`config.mk`:
```
export PLATFORM = sky130hd
export DESIGN_NAME = ssm_front
export DESIGN_NICKNAME = d
export VERILOG_FILES = /design/src/sv/ssm_pkg.sv /design/src/sv/ssm_front.sv
export SDC_FILE = /design/constraint.sdc
export NUM_CORES = 1
export LEC_CHECK = 0
export BUFFER_PORTS_ARGS = -buffer_cell sky130_fd_sc_hd__buf_2
export CORE_UTILIZATION = 60
export DETAILED_ROUTE_END_ITERATION = 12
export PLACE_DENSITY_LB_ADDON = 0.25
export SLEW_MARGIN = 40
export SYNTH_ARGS = -nofsm -noshare
export SYNTH_HDL_FRONTEND = slang
export SYNTH_SLANG_ARGS = --single-unit
```
`constraint.sdc`:
```
create_clock -name vclk -period 5.5
set_input_delay 0 -clock vclk [all_inputs]
set_output_delay 0 -clock vclk [all_outputs]
set_load 0.03 [all_outputs]
```
`src/sv/ssm_pkg.sv`:
```
// Shared constants and coefficient tables of the third-order state-space model.
`timescale 1ns / 1ps

package ssm_pkg;

    // Model order and fixed field widths
    localparam int N_STATE   = 3;
    localparam int COEF_W    = 32;
    localparam int IN_W      = 16;
    localparam int OUT_W     = 32;

    // Product scalings: A is Q2.30, B is scaled by 2^40 against a Q8.8 input
    localparam int A_SHIFT   = 30;
    localparam int B_SCALE   = 48;
    localparam int INIT_FRAC = 44;

    typedef logic signed [COEF_W-1:0] coef_t;

    localparam coef_t MAT_A [N_STATE][N_STATE] = '{
        '{ 32'sd1072453334,   32'sd55759413,  -32'sd24277303 },
        '{   32'sd23858543,  -32'sd21217138,  32'sd789522363 },
        '{    32'sd1058280, -32'sd224734165, -32'sd639628005 }
    };

    localparam coef_t VEC_B [N_STATE] = '{
        -32'sd2924701, 32'sd62974199, -32'sd205845289
    };

    localparam coef_t VEC_C [N_STATE] = '{
        -32'sd1393794461, 32'sd6518907, 32'sd27767383
    };

    // Initial state held with 44 fraction bits
    localparam logic signed [63:0] INIT_Q44 [N_STATE] = '{
        -64'sd805722120834, 64'sd174162641840, -64'sd244531386017
    };

endpackage

```
`src/sv/ssm_front.sv`:
```
// Input side: takes a sample word and forms the three B*u terms for the queue.
`timescale 1ns / 1ps

module ssm_front #(
    parameter int STATE_WIDTH = 32
) (
    input  logic                              s_valid,
    output logic                              s_ready,
    input  logic signed [ssm_pkg::IN_W-1:0]   s_control_input,
    input  logic                              q_full,
    output logic                              push,
    output logic [3*(STATE_WIDTH-4)-1:0]      push_data
);
    import ssm_pkg::*;

    localparam int FRAC_W = STATE_WIDTH - 4;
    localparam int PROD_W = COEF_W + IN_W;
    localparam int B_SH   = B_SCALE - FRAC_W;

    logic signed [PROD_W-1:0] bu_prod [N_STATE];

    // Accept whenever the queue has room
    assign s_ready = !q_full;
    assign push    = s_valid && !q_full;

    // Scale each input term down to the state's fraction bits (floor)
    always_comb begin
        for (int i = 0; i < N_STATE; i++) begin
            bu_prod[i] = VEC_B[i] * s_control_input;
            push_data[i*FRAC_W +: FRAC_W] = bu_prod[i][PROD_W-1:B_SH];
        end
    end

endmodule

```
# [Word-level counts from Yosys, hierarchy flattened]
# Index checks and enable logic that the tools add are counted.
[classes] multipliers=3 n_reduce_logical=2
[ops] op="29-bit by 16-bit multiplier with 45-bit output, first input constant" n=1
[ops] op="27-bit by 16-bit multiplier with 43-bit output, first input constant" n=1
[ops] op="23-bit by 16-bit multiplier with 39-bit output, first input constant" n=1
[ops] op="1-bit logical AND" n=1
[ops] op="1-bit logical NOT" n=1
[totals] regBits=0 input_bits=18 output_inout_bits=86 wordCells=5

# [Logic depth before layout (Yosys ltp)]
[logic_depth] ltp_word=2 mapped_depth=23 mapped_depth_nobuf=21

# [Least setup slack after synthesis]
# Ideal clock, no wire load.
[synth_path] path_kind="input to output" startpoint="input s_control_input[10] (netlist bit)" endpoint="output push_data[19]" arrival_ns=6.319 required_ns=5.500 setup_slack_ns=-0.819 stages=20 n_path_buf=1 path_cell_list="fa_1 -> inv_1 -> fa_1 -> fa_1 -> inv_1 -> fa_1 -> fa_1 -> inv_1 -> fa_1 -> inv_1 -> ha_1 -> and3_1 -> and2_1 -> a221oi_1 -> nor3b_2 -> a211oi_1 -> nor2_1 -> o211ai_1 -> xnor2_1 -> buf_4"
[synth_via] elab_chain_cells=1
[synth_lines] item="start: declaration" line="ssm_front.sv:9" source="input logic signed [ssm_pkg::IN_W-1:0] s_control_input,"
[synth_lines] item="23-bit by 16-bit multiplier with 39-bit output" line="ssm_front.sv:29" source="bu_prod[i] = VEC_B[i] * s_control_input;"
[synth_lines] item="end: declaration" line="ssm_front.sv:12" source="output logic [3*(STATE_WIDTH-4)-1:0] push_data"
# No other way between the ends.

# [Final worst setup path]
[layout_path] startpoint="input s_control_input[6] (netlist bit)" endpoint="output push_data[24]"
# The elaborated chain is that of the path after synthesis.

==> out/results.ini <==
[die]
die_area_um2=35000
die_w_um=187
num_io_pins=104
core_area_um2=33600
core.rowCount=67
start_util_pct=61.1
dieHeight_um=187

[drt]
wirelength_um=91900
routed-via-count=19516
ant_nets=0
drcViolationCount=0
detail_route.wl_per_cell_um=29.3
drt-initial-drc-count=1697
via_per_inst=6.21
drt_first_pass_iters=6

[synth]
synth-simple-area-share_pct=4.38
synth_seq_area_share_pct=0
synth_cell_types=66
synth_top_family_by_area=adder cells
syn_area_um2=20500
synth_fa_ha_area_share_pct=70.2
synth_top_cell_area_share_pct=48.3
synth-xor-area-share_pct=3.11
synth_top_area_cell=fa_1
yosysWarnings=0
synth_commonest_cells=inv_1, fa_1, ha_1, a21oi_1, xnor2_1
synth_nets=2967
synth-compound-area-share_pct=8.15
synth_area_leaders=fa_1, ha_1, inv_1, xnor2_1, a21oi_1
synth_area_per_cell_um2=9.80
synthMuxAreaShare_pct=0.0488
synthCells=2094
synth.most_common_cell=inv_1

[worst_setup_path]
crit_type=in -> out
arrival_ns=6.64
crit_fanout=5
end_kind=output port
start_kind=primary input
required_ns=5.50

[run_status]
violations=setup timing
status=finished with violations

[timing]
timing.final.crit_period_ns=6.64
maxSlewViolCount=0
finalHoldViolations=0
fin_tns_setup_ns=-31.51
whs_ns=0.292
slew_headroom_pct=38.4
tightest_slew_ns=0.917
worst_slack_ns=-1.14
post-route-period-util_pct=121
setup_violations=62
fmax_mhz=151
rsz0062_at_grt=yes

[finish]
nNetsFinal=3565
seq_area_um2=0
drive_above_1_share_pct=33.7
seq_cell_count=0
fillers=1834
clockBufferCount=0
area_growth_pct=34.8
instances_no_fill=3142

[placement]
port-buffer-count=104
dp.cells=3066
gp_congestion=1.07
hpwl_um=65300

[grt]
grt_max_degree=19
grt_pass1_vias=20670
grt_usage_pct=48.6
grt_pass1_wl_um=123000
overflow=0
grt_antenna_before_repair=7

[min_path]
hold-path-cell-count=3
holdCritPathClass=in -> out

[job]
maxCapViolations=0

## worst max-delay path, stage by stage
cell      delay [ns]
buf_8           0.12
fa_2            0.50
buf_6           0.17
fa_2            0.63
buf_12          0.12
buf_4           0.12
inv_4           0.04
buf_4           0.15
fa_1            0.53
inv_1           0.09
fa_1            0.84
inv_1           0.14
fa_1            0.50
fa_1            0.56
inv_1           0.08
ha_1            0.37
nand4_1         0.15
nor2_2          0.20
and3_1          0.47
a21oi_2         0.09
o211ai_1        0.15
buf_4           0.23
xnor2_4         0.19
buf_6           0.19
## repair_timing
| action | CTS | global route |
|---|---|---|
| hold endpoints to repair | 0 | 0 |
| endpoints found under the setup margin | 71 | 67 |
| hold buffers | 0 | 0 |
| setup buffers | 41 | 35 |
| resized for setup | 285 | 217 |
| pin swaps | 104 | 129 |
| cloned | 1 | 0 |
## layout by cell type (no fill, tap or decap), types with 6 or more instances in the layout
cell type	n
buf_6	90
nor2_4	7
inv_2	49
buf_12	17
inv_4	6
ha_2	6
nand3_1	14
fa_1	450
xnor2_1	40
nand2_1	32
buf_2	22
nor2_1	29
or2_2	6
a21o_1	42
o211ai_1	10
o21a_1	11
and3_1	8
o21ai_0	15
o21ai_1	9
nand4_1	11
xnor2_2	9
ha_4	44
and3_4	6
xor2_1	17
ha_1	310
a21oi_1	54
inv_1	675
fa_2	45
a21oi_2	22
buf_4	485
nor2b_1	13
## final timing paths
| path | to | slack (ns) | start |
|---|---|---|---|
| setup / recovery | push_data[24] | -1.14 | s_control_input[6] |
| hold / removal | s_ready | 0.29 | q_full |
## stage by stage
step / utilization (%) / cell area (um2) / setup WS (ns)
floorplan: - / 20800 / -0.0708
global placement: 74.6 / 25100 / -0.529
detailed placement: 74.6 / 25100 / -0.677
CTS: 79.0 / 26600 / -0.377
global route: 82.3 / 27700 / -1.17
finish: 82.3 / 27700 / -1.14
## routing by layer
layer / GRT usage (%) / share of wire (%) / up-vias
met5: 0 / 0.038 / -
met4: 39.0 / 12 / 6
met3: 12.2 / 12 / 766
met2: 78.1 / 44 / 1676
met1: 55.3 / 32 / 9512
li1: - / - / 7556
## final cells by class
type,count,area (um2),area share (%)
multi-input combinational,1341,19200,69.4
timing repair buffer,617,5130,18.6
inverter,732,2770,10.0
tap,448,561,2.03
antenna,4,10.0,0.0362
## kinds of logic after synthesis
logic type	Yosys count
XOR/XNOR	73
AND/OR/NAND/NOR	170
buffers and inverters	754
multiplexers	1
adder cells (fa/ha/maj)	855
AO/OA/AOI/OAI	241
Power is left out: the tool's default activity adds up to more than one toggle a clock period on the data nets, which glitch-free logic cannot reach.
