--- config.mk ---
export PLATFORM = sky130hd
export DESIGN_NAME = ssm_queue
export DESIGN_NICKNAME = d
export VERILOG_FILES = /design/src/sv/ssm_pkg.sv /design/src/sv/ssm_queue.sv
export SDC_FILE = /design/constraint.sdc
export NUM_CORES = 1
export LEC_CHECK = 0
export ABC_AREA = 1
export BUFFER_PORTS_ARGS = -buffer_cell sky130_fd_sc_hd__buf_2
export CORE_ASPECT_RATIO = 0.7
export CORE_MARGIN = 2
export CORE_UTILIZATION = 52
export DETAILED_ROUTE_END_ITERATION = 10
export PLACE_DENSITY = 0.79
export REMOVE_ABC_BUFFERS = 1
export SETUP_SLACK_MARGIN = 0.5
export SYNTH_ARGS = -nofsm -noshare
export SYNTH_HDL_FRONTEND = slang
export SYNTH_SLANG_ARGS = --single-unit
export TNS_END_PERCENT = 50
--- constraint.sdc ---
create_clock -name aclk -period 6.4 [get_ports aclk]
set_input_delay 0.64 -clock aclk [delete_from_list [all_inputs] [get_ports aclk]]
set_output_delay 0.64 -clock aclk [all_outputs]
set_load 0.01 [all_outputs]
--- src/sv/ssm_pkg.sv ---
// Shared constants and coefficient tables of the third-order state-space model.
`timescale 1ns / 1ps

package ssm_pkg;

    // Model order and fixed field widths
    localparam int N_STATE   = 3;
    localparam int COEF_W    = 32;
    localparam int IN_W      = 16;
    localparam int OUT_W     = 32;

    // Product scalings: A is Q2.30, B is scaled by 2^40 against a Q8.8 input
    localparam int A_SHIFT   = 30;
    localparam int B_SCALE   = 48;
    localparam int INIT_FRAC = 44;

    typedef logic signed [COEF_W-1:0] coef_t;

    localparam coef_t MAT_A [N_STATE][N_STATE] = '{
        '{ 32'sd1072453334,   32'sd55759413,  -32'sd24277303 },
        '{   32'sd23858543,  -32'sd21217138,  32'sd789522363 },
        '{    32'sd1058280, -32'sd224734165, -32'sd639628005 }
    };

    localparam coef_t VEC_B [N_STATE] = '{
        -32'sd2924701, 32'sd62974199, -32'sd205845289
    };

    localparam coef_t VEC_C [N_STATE] = '{
        -32'sd1393794461, 32'sd6518907, 32'sd27767383
    };

    // Initial state held with 44 fraction bits
    localparam logic signed [63:0] INIT_Q44 [N_STATE] = '{
        -64'sd805722120834, 64'sd174162641840, -64'sd244531386017
    };

endpackage

--- src/sv/ssm_queue.sv ---
// Two-entry queue that decouples the input side from the state update.
`timescale 1ns / 1ps

module ssm_queue #(
    parameter int DATA_W = 84
) (
    input  logic              aclk,
    input  logic              aresetn,
    input  logic              push,
    input  logic [DATA_W-1:0] push_data,
    output logic              q_full,
    input  logic              pop,
    output logic              q_valid,
    output logic [DATA_W-1:0] q_data
);
    import ssm_pkg::*;

    localparam int DEPTH = 2;
    localparam int PTR_W = $clog2(DEPTH);
    localparam int CNT_W = PTR_W + 1;

    logic [DATA_W-1:0] mem [DEPTH];
    logic [PTR_W-1:0]  wr_ptr_reg, wr_ptr_next;
    logic [PTR_W-1:0]  rd_ptr_reg, rd_ptr_next;
    logic [CNT_W-1:0]  count_reg, count_next;

    assign q_full  = (count_reg == CNT_W'(DEPTH));
    assign q_valid = (count_reg != '0);
    assign q_data  = mem[rd_ptr_reg];

    // Advance pointers and fill count
    always_comb begin
        wr_ptr_next = push ? wr_ptr_reg + 1'b1 : wr_ptr_reg;
        rd_ptr_next = pop  ? rd_ptr_reg + 1'b1 : rd_ptr_reg;
        count_next  = count_reg;
        if (push && !pop) begin
            count_next = count_reg + 1'b1;
        end else if (pop && !push) begin
            count_next = count_reg - 1'b1;
        end
    end

    always_ff @(posedge aclk) begin
        if (!aresetn) begin
            wr_ptr_reg <= '0;
            rd_ptr_reg <= '0;
            count_reg  <= '0;
        end else begin
            wr_ptr_reg <= wr_ptr_next;
            rd_ptr_reg <= rd_ptr_next;
            count_reg  <= count_next;
        end
    end

    // Store the pushed word
    always_ff @(posedge aclk) begin
        if (push) begin
            mem[wr_ptr_reg] <= push_data;
        end
    end

endmodule

# Word-level counts from Yosys, hierarchy flattened
# Memory sizes are Yosys's and may differ from the RTL's. A register that Yosys moved wholly into a read port is not among the register bits.
# Index checks and enable logic that the tools add are counted.
[op_classes]
n_addsub = 4
eq_ne = 1
muxes = 6
n_reduce_logical = 6
[ops]
columns = ["op", "count"]
rows = [
  ["2-to-1 mux 1 bit", 4],
  ["2-to-1 mux 2 bit", 2],
  ["nonzero test 2 bit", 2],
  ["adder 1 bit (second input constant)", 2],
  ["adder 2 x 1 -> 2 bit (second input constant)", 1],
  ["== test 2 bit (second input constant)", 1],
  ["logical AND 1 bit", 2],
  ["logical NOT 1 bit", 2],
  ["subtractor 2 x 1 -> 2 bit (second input constant)", 1],
]
[word_totals]
ff_bits = 4
ramBits = 168
word_cells = 21
memories = 1
[memory_table]
columns = ["memory", "depth", "width", "rd", "rd_clocked_by_memory_dff", "write_ports", "line", "text"]
rows = [
  ["mem", 2, 84, 1, 1, 1, "ssm_queue.sv:22", "logic [DATA_W-1:0] mem [DEPTH];"],
]

# Logic depth before layout (Yosys ltp)
# Gate-level depths: netlist of run 1.
[logic_depth]
depth_word = 4
mapped_depth = 8

# Worst setup path after synthesis of run 1
# OpenSTA, ideal clock, no wires.
[synth_timing]
path_kind = "input to register"
from = "input port push"
to = "memory mem[0][0], enable pin"
arrival_ps = 4198
required_time_ps = 5871
path_slack_ps = 1672
stages = 2
cell_sequence = "inv_1 > nor2_1"
[synth_between]
elab_chain_cells = 2
[synth_lines]
columns = ["element", "line", "text"]
rows = [
  ["from (decl)", "ssm_queue.sv:9", "input logic push,"],
  ["2-to-1 mux 1 bit", "ssm_queue.sv:57", "if (push) begin"],
  ["2-to-1 mux 1 bit (not written as such)", "ssm_queue.sv:58", "mem[wr_ptr_reg] <= push_data;"],
  ["to (decl)", "ssm_queue.sv:22", ""],
]
# No other way between the ends.

==> results of run 1 <==
[per-layer routing]
| layer | part of all wire | vias to the layer above | GRT usage |
|---|---|---|---|
| li1 | - | 1528 | - |
| met1 | 0.43 | 1554 | 0.216 |
| met2 | 0.47 | 122 | 0.268 |
| met3 | 0.091 | 6 | 0.0706 |
| met4 | 0.0056 | 0 | 0.0675 |
| met5 | 0 | - | 0 |
[worst min-delay path by stage]
stage	endpoint	slack (ns)	cells past startpoint
2_1_floorplan	flop	0.46	2
3_3_place_gp	flop	0.48	2
3_5_place_dp	flop	0.48	2
4_1_cts	mem[0][49]	0.40	1
5_1_grt	mem[0][69]	0.39	1
6_report	mem[1][7]	0.42	1
[logic make-up after synthesis]
kind of cell,count (synthesis),share of synthesized area
flops,173,0.788
mux,84,0.179
simple gates,19,0.0115
buf+inv,17,0.0182
compound gates,2,0.00153
fa+ha+maj,1,0.00192
[placed cells by master, fill, tap and decap left out]
master	instances
dfxtp_1	4
buf_2	173
a21oi_1	1
clkinvlp_4	4
nand4_1	1
mux2_2	24
diode_2	1
nor2_4	1
inv_8	1
clkinv_1	1
bufinv_16	2
clkinv_4	1
inv_1	7
ha_1	1
nor2_1	7
clkbuf_16	17
nand3_1	1
clkinv_2	3
clkbuf_1	2
mux2_4	60
inv_6	2
edfxtp_1	168
nand2_1	9
dfxtp_4	1
buf_4	3
o21ai_0	1
[stage by stage]
| stage | setup slack (ns) | cell area (sq um) |
|---|---|---|
| after floorplan | 1.67 | 6440 |
| after global placement | 3.66 | 7550 |
| after detailed placement | 3.63 | 7550 |
| after CTS | 3.19 | 8120 |
| after global routing | 3.10 | 8120 |
| final | 3.25 | 8120 |
[report_power, final]
group	internal [mW]	total (mW)	switching (mW)
clock	0.577	0.984	0.407
combinational	0.123	0.241	0.118
sequential	1.31	1.34	0.0238
[worst reg2reg max path: stages, from the launching register on]
cell and delay [ns]:
dfxtp_1 0.35, nor2_4 0.55, buf_4 0.77
[final cells by class]
class                   count  area [sq um]
diodes                      1          2.50
flip-flops and latches    173          5150
clock buffers              19           433
fillers                   856          4210
well taps                 162           203
repair buffers            176           888
inverters                   8          31.3
clock inverters            13           141
multi-input cells         106          1280
==> flow_summary_export.csv, run 1 <==
group,metric,value,unit
critical_path,rr_endpoint,"mem[0][65]",
run,max_cap_violations,0,
clock_network,clock-sinks,173,
global_routing,overflow,0,
synthesis,ys_seq_area_frac,0.788,
synthesis,ys_ff_latch,173,
sta,period_minus_slack,3.15,ns
sta,max_freq,0.317,GHz
critical_path,rrSetupSlack,4.29,ns
critical_path,worstRegToRegCells,2,
synthesis,synth-edff-count,168,
clock_network,cts_resized,0,
sta,setup-tns-final,0,ns
route,vias_per_cell,4.88,
critical_path,arrival,2.51,ns
finish,finish.utilization,0.659,
synthesis,ys_top_cells_by_area,"edfxtp_1, mux2_4, mux2_2",
critical_path,worst_path_max_delay_cell,"dfxtp_4",
min_path,hold_start,"push_data[7]",
critical_path,start_kind,"flop",
die,die_w,138,um
global_routing,grt_max_degree,85,
clock_network,clockBufferDepth,2,
power,leakage,3.22,nW
die,core_area,12300,sq um
clock_network,cts_setup_buffers,0,
synthesis,synth-main-ff-cell,"edfxtp_1",
global_routing,antenna_found_initial,0,
synthesis,async_flop_share,0,
synthesis,yosysWarnings,0,
sta,setup_violations,0,
critical_path,crit_path_end,"q_data[75]",
global_routing,first_global_vias,3404,
critical_path,slowest_delay,0.78,ns
synthesis,syn_inst,296,
sta,finalHoldViolCount,0,
power,power_density,315,nW/um^2
critical_path,path_class,"reg2out",
sta,slew_violations,0,
route,dr.pass1.iters,4,
synthesis,avgSynthCellArea,22.1,sq um
synthesis,synth.most_common_cell,"edfxtp_1",
global_routing,grt_use_total,0.172,
sta,worstMarginPinSlew,1.13,ns
die,io_pins,174,
sta,slew_headroom,0.245,
critical_path,rr_startpoint,"wr_ptr_reg",
die,die_h,97.8,um
outcome,status,"finished, final reports clean",
synthesis,synth_top_area_cell,"edfxtp_1",
finish,fin_cells,658,
route,route.vias.total,3210,
placed_design,globalplace.congestion,0.722,
critical_path,cp.required,5.76,ns
clock_network,cts_max_level,4,
min_path,hold_class,"in2reg",
sta,fin_crit_sh,0.492,
power,ir_drop,0.201,mV
clock_network,cts_root_buffer,"clkbuf_16",
route,drt_iter0_markers,188,
clock_network,clk_pin_slew,0.06,ns
route,postRouteAntennaNets,0,
power,total_power,2.56,mW
route,wl_per_cell,16.9,um
die,fp.dieArea,13500,sq um
critical_path,critical_path.top_delay_family,"buffers and inverters",
finish,syn2layout_area_growth,24.4,%
critical_path,path_cells,"buf_4 > mux2_2 > buf_2",
route,drc,0,
sta,whs,0.415,ns
finish,largest_reg_flops,168,
sta,rsz0062_at_grt,"no",
clock_network,hold_buffers,0,
placed_design,post-dp-hpwl,7.26,mm
critical_path,cp.depth,3,
synthesis,synth.distinct_cells,14,
synthesis,synth_area,6530,sq um
finish,nNetsFinal,571,
die,rows,34,
critical_path,critPathBufInv,2,
critical_path,worstPathMaxFanout,46,
placed_design,io_buffer_count,173,
sta,finClkSkew,0.00643,ns
global_routing,grt_pass1_wl,17.0,mm
clock_network,numCtsBuffers,17,
clock_network,worstSkewPairLatency,0.40,ns
finish,drive_gt1_frac,0.590,
synthesis,yosys.area.top_type_share,0.772,
route,routed_wl,11.2,mm
die,initial_core_util,0.530,
synthesis,synth_commonest_cells,"edfxtp_1, mux2_4, mux2_2",
critical_path,crit_path_end_kind,"output pin",
clock_network,cts_tree,"built",
placed_design,dpl.cell_count,625,
No activity file was read; power rests on OpenSTA's default activity.
==> run 2: changes to the inputs <==
clock period = 3.06 ns   (was 6.4 ns; I/O delays follow)
==> flow_summary_export.csv, run 2 (synthesis gave the netlist of run 1 again) <==
group,metric,value,unit
clock_network,cts_root_buffer,"clkbuf_16",
critical_path,crit_path_end_kind,"output pin",
critical_path,path_class,"reg2out",
finish,fin_cells,660,
critical_path,path_cells,"buf_4 > mux2_2 > buf_2",
power,switchingPower,1.23,mW
die,io_pins,174,
clock_network,numCtsBuffers,17,
power,pwr-share-clk,0.414,
sta,worstMarginPinSlew,0.692,ns
clock_network,cts_setup_buffers,0,
critical_path,slowest_delay,0.46,ns
route,vias_per_cell,5.02,
min_path,hold_class,"in2reg",
clock_network,cts_tree,"built",
sta,period_minus_slack,2.10,ns
finish,largest_reg_flops,168,
global_routing,grt_use_total,0.176,
sta,finClkSkew,0.00530,ns
critical_path,worstPathMaxFanout,33,
critical_path,worst_path_max_delay_cell,"buf_4",
clock_network,clockBufferDepth,2,
finish,final_common_cell,"buf_2",
power,intPower,4.41,mW
sta,slew_headroom,0.539,
placed_design,io_buffer_count,173,
critical_path,critical_path.top_delay_family,"buffers and inverters",
power,swShare,0.219,
route,drc,0,
die,die_h,97.8,um
die,core_area,12300,sq um
clock_network,hold_buffers,0,
clock_network,clock-sinks,173,
die,rows,34,
route,postRouteAntennaNets,0,
finish,syn2layout_area_growth,26.0,%
power,combPwrFrac,0.094,
finish,drive_gt1_frac,0.598,
route,wl_per_cell,17.4,um
critical_path,start_kind,"flop",
clock_network,cts_resized,0,
finish,n_fill_cell,858,
sta,slew_violations,0,
finish,nNetsFinal,574,
power,power_density,685,nW/um^2
route,wl_met3,1.07,mm
power,seqPwrFrac,0.492,
route,drt_iter0_markers,180,
finish,final_cell_mix,"buf_2, edfxtp_1, mux2_4",
finish,diodes,0,
route,dr.pass1.iters,6,
global_routing,first_global_vias,3387,
route,routed_wl,11.5,mm
sta,rsz0062_at_grt,"no",
run,max_cap_violations,0,
route,wirelength_met1,4.89,mm
global_routing,grt_max_degree,52,
die,die_w,138,um
sta,setup_violations,0,
clock_network,clk_pin_slew,0.07,ns
critical_path,cp.required,2.75,ns
critical_path,arrival,1.80,ns
clock_network,worstSkewPairLatency,0.41,ns
route,top_layer_used,"met4",
die,fp.dieArea,13500,sq um
clock_network,cts_max_level,4,
global_routing,antenna_found_initial,0,
placed_design,globalplace.congestion,0.757,
sta,max_freq,0.475,GHz
critical_path,critPathBufInv,2,
global_routing,overflow,0,
power,leakage,3.29,nW
die,initial_core_util,0.530,
sta,fin_crit_sh,0.687,
global_routing,grt_pass1_wl,17.3,mm
sta,finalHoldViolCount,0,
placed_design,dpl.cell_count,628,
route,dr_wl_met2,5.32,mm
outcome,status,"finished, final reports clean",
placed_design,post-dp-hpwl,7.67,mm
power,ir_drop,0.399,mV
route,route.vias.total,3315,
sta,setup-tns-final,0,ns
==> run 2: cell count changes in the layout (fill, tap and decap cells not counted), sizes merged <==
cell and delta:
clkinvlp -4, clkbuf -2, bufinv +2, clkinv -3, diode -1, buf +3, inv +7
==> run 2: final timing paths <==
kind / from / endpoint / slack, ns / cells after the start
worst min-delay path: push_data[82] / mem[0][82] / 0.07 / 1
worst max-delay path: flop / q_data[63] / 0.96 / 3
worst min register to register: rd_ptr_reg / flop / 0.53 / 2
worst max register to register: wr_ptr_reg / mem[1][33] / 1.43 / 3
==> run 2: routing by layer <==
layer,global-route usage,up-vias
met3,0.0654,17
met5,0,-
met1,0.233,1613
met4,0.0667,0
met2,0.269,152
li1,-,1533
==> run 2: final cells by class <==
type,count,area [sq um],share of cell area
clock buffer,17,425,0.0517
timing repair buffer,179,923,0.112
sequential,173,5150,0.625
tap,162,203,0.0246
inverter,8,31.3,0.00380
multi-input combinational,106,1280,0.155
clock inverter,15,224,0.0272
==> run 2: stage by stage <==
stage          instance area, sq um  hold WS [ns]  power (mW)  utilization  setup slack [ns]
2_1_floorplan                  6440         0.405        3.16            -             -1.33
3_3_place_gp                   7580         0.480        3.34        0.615              1.40
3_5_place_dp                   7580         0.497        3.36        0.615              1.38
4_1_cts                        8230        0.0543        5.69        0.667             0.915
5_1_grt                        8230        0.0495        5.85        0.667             0.868
6_report                       8230        0.0723        5.64        0.667             0.957
==> run 2: power by group through the flow <==
| stage | combinational (mW) | clock (mW) | sequential [mW] |
|---|---|---|---|
| 5_1_grt | 0.573 | 2.49 | 2.78 |
| 6_report | 0.530 | 2.34 | 2.77 |
| 3_5_place_dp | 0.535 | 0 | 2.83 |
| 4_1_cts | 0.537 | 2.38 | 2.78 |
| 2_1_floorplan | 0.300 | 0 | 2.86 |
| 3_3_place_gp | 0.523 | 0 | 2.82 |
==> run 3: changes to the inputs <==
CORE_UTILIZATION = 47   (was 52)
PLACE_DENSITY = 0.75   (was 0.79)
clock period = 1.9 ns   (was 3.06 ns; I/O delays follow)
==> flow_summary_export.csv, run 3 (synthesis gave the netlist of run 1 again) <==
group,metric,value,unit
critical_path,worst_path_max_delay_cell,"dfxtp_4",
sta,fin_crit_sh,0.951,
sta,rsz0062_at_grt,"yes",
outcome,status,"finished, final reports clean",
critical_path,path_class,"reg2out",
route,vias_per_cell,4.81,
clock_network,cts_root_buffer,"clkbuf_16",
critical_path,start_kind,"flop",
route,drc,0,
sta,finalWorstSetupSlack,0.0927,ns
finish,final_cell_mix,"edfxtp_1, buf_2, dlygate4sd3_1",
clock_network,clockBufferDepth,2,
min_path,hold_class,"in2reg",
clock_network,worstSkewPairLatency,0.41,ns
sta,finalHoldViolCount,0,
clock_network,cts_max_level,4,
placed_design,post-dp-hpwl,7.92,mm
global_routing,overflow,0,
clock_network,clk_pin_slew,0.06,ns
clock_network,cts_tree,"built",
global_routing,grt_use_met3,0.0673,
sta,slew_violations,0,
critical_path,arrival,1.62,ns
die,die_w,145,um
clock_network,numCtsBuffers,17,
sta,period_minus_slack,1.81,ns
sta,worstMarginPinSlew,0.382,ns
critical_path,slowest_delay,0.36,ns
finish,fin_cells,782,
global_routing,first_global_vias,4034,
global_routing,grt_use_total,0.199,
finish,diodes,0,
power,ir_drop,0.660,mV
sta,setup_violations,0,
placed_design,globalplace.congestion,0.696,
route,wl_per_cell,19.0,um
placed_design,dp_slack,0.409,ns
route,postRouteAntennaNets,0,
die,initial_core_util,0.489,
global_routing,grt_pass1_wl,21.9,mm
die,core_area,13400,sq um
critical_path,critical_path.top_delay_family,"buffers and inverters",
clock_network,clock-sinks,173,
route,route.vias.total,3763,
die,fp.dieArea,14900,sq um
finish,final_common_cell,"edfxtp_1",
placed_design,io_buffer_count,173,
critical_path,crit_path_end_kind,"output pin",
finish,largest_reg_flops,168,
critical_path,worstPathMaxFanout,5,
global_routing,grt_max_degree,43,
sta,max_freq,0.553,GHz
power,power_density,969,nW/um^2
critical_path,path_cells,"buf_6 > buf_12 > clkbuf_16 > mux2_4 > buf_6",
finish,nNetsFinal,674,
sta,slew_headroom,0.744,
sta,whs,0.0452,ns
run,max_cap_violations,0,
finish,syn2layout_area_growth,47.6,%
critical_path,path_common_cell,"buf_6",
die,die_h,103,um
global_routing,busiest_layer,"met2",
global_routing,use_met1,0.242,
global_routing,antenna_found_initial,0,
global_routing,grtUsageMet2,0.344,
critical_path,cp.required,1.71,ns
power,leakage,3.88,nW
die,rows,35,
placed_design,dpl.cell_count,651,
finish,finish.utilization,0.722,
sta,finClkSkew,0.00723,ns
route,routed_wl,14.9,mm
critical_path,critPathBufInv,4,
finish,drive_gt1_frac,0.521,
die,io_pins,174,
route,drt_iter0_markers,213,
route,dr.pass1.iters,6,
sta,setup-tns-final,0,ns
## run 3: area by class of cell
| type | instances | area [sq um] |
|---|---|---|
| sequential | 173 | 5150 |
| fill | 803 | 3720 |
| timing repair buffer | 279 | 2270 |
| multi-input combinational | 106 | 1340 |
| clock buffer | 18 | 429 |
| tap | 185 | 231 |
| clock inverter | 13 | 188 |
| inverter | 8 | 31.3 |
## run 3: final timing paths
path / slack (ns) / startpoint / cells past startpoint / end
worst max-delay path: 0.09 / flop / 5 / q_data[37]
worst min-delay path: 0.05 / aresetn / 3 / count_reg[1]
worst max register to register: 0.56 / wr_ptr_reg / 2 / mem[0][25]
worst min register to register: 0.51 / rd_ptr_reg / 2 / rd_ptr_reg
## run 3: layer usage
| layer | wire length (um) | up-vias |
|---|---|---|
| met5 | 0 | - |
| met4 | 114 | 0 |
| met3 | 1110 | 9 |
| met2 | 7570 | 146 |
| met1 | 6100 | 1878 |
| li1 | - | 1730 |
## run 3: through the flow
step / power (mW) / area [sq um]
floorplan: 5.08 / 6440
global placement: 5.40 / 7670
finish: 9.34 / 9640
global route: 9.65 / 9640
CTS: 9.35 / 9530
detailed placement: 5.44 / 7670
## run 3: where the power goes
group          leakage (nW)  internal (mW)  switching (mW)  total, mW
Sequential             1.62           4.41          0.0596       4.47
Clock                 0.283           2.20            1.43       3.63
Combinational          1.98          0.711           0.531       1.24
## run 3: worst min-delay path: stages
cell and delay, ns:
buf_2 0.13, nand2_1 0.07, nor2_1 0.03
## run 3: timing repair
action	in CTS	in global routing
setup buffers	8	0
gates cloned	6	2
hold endpoints to repair	168	0
gates resized for setup	38	12
hold buffers	84	0
endpoints found under the setup margin	84	84
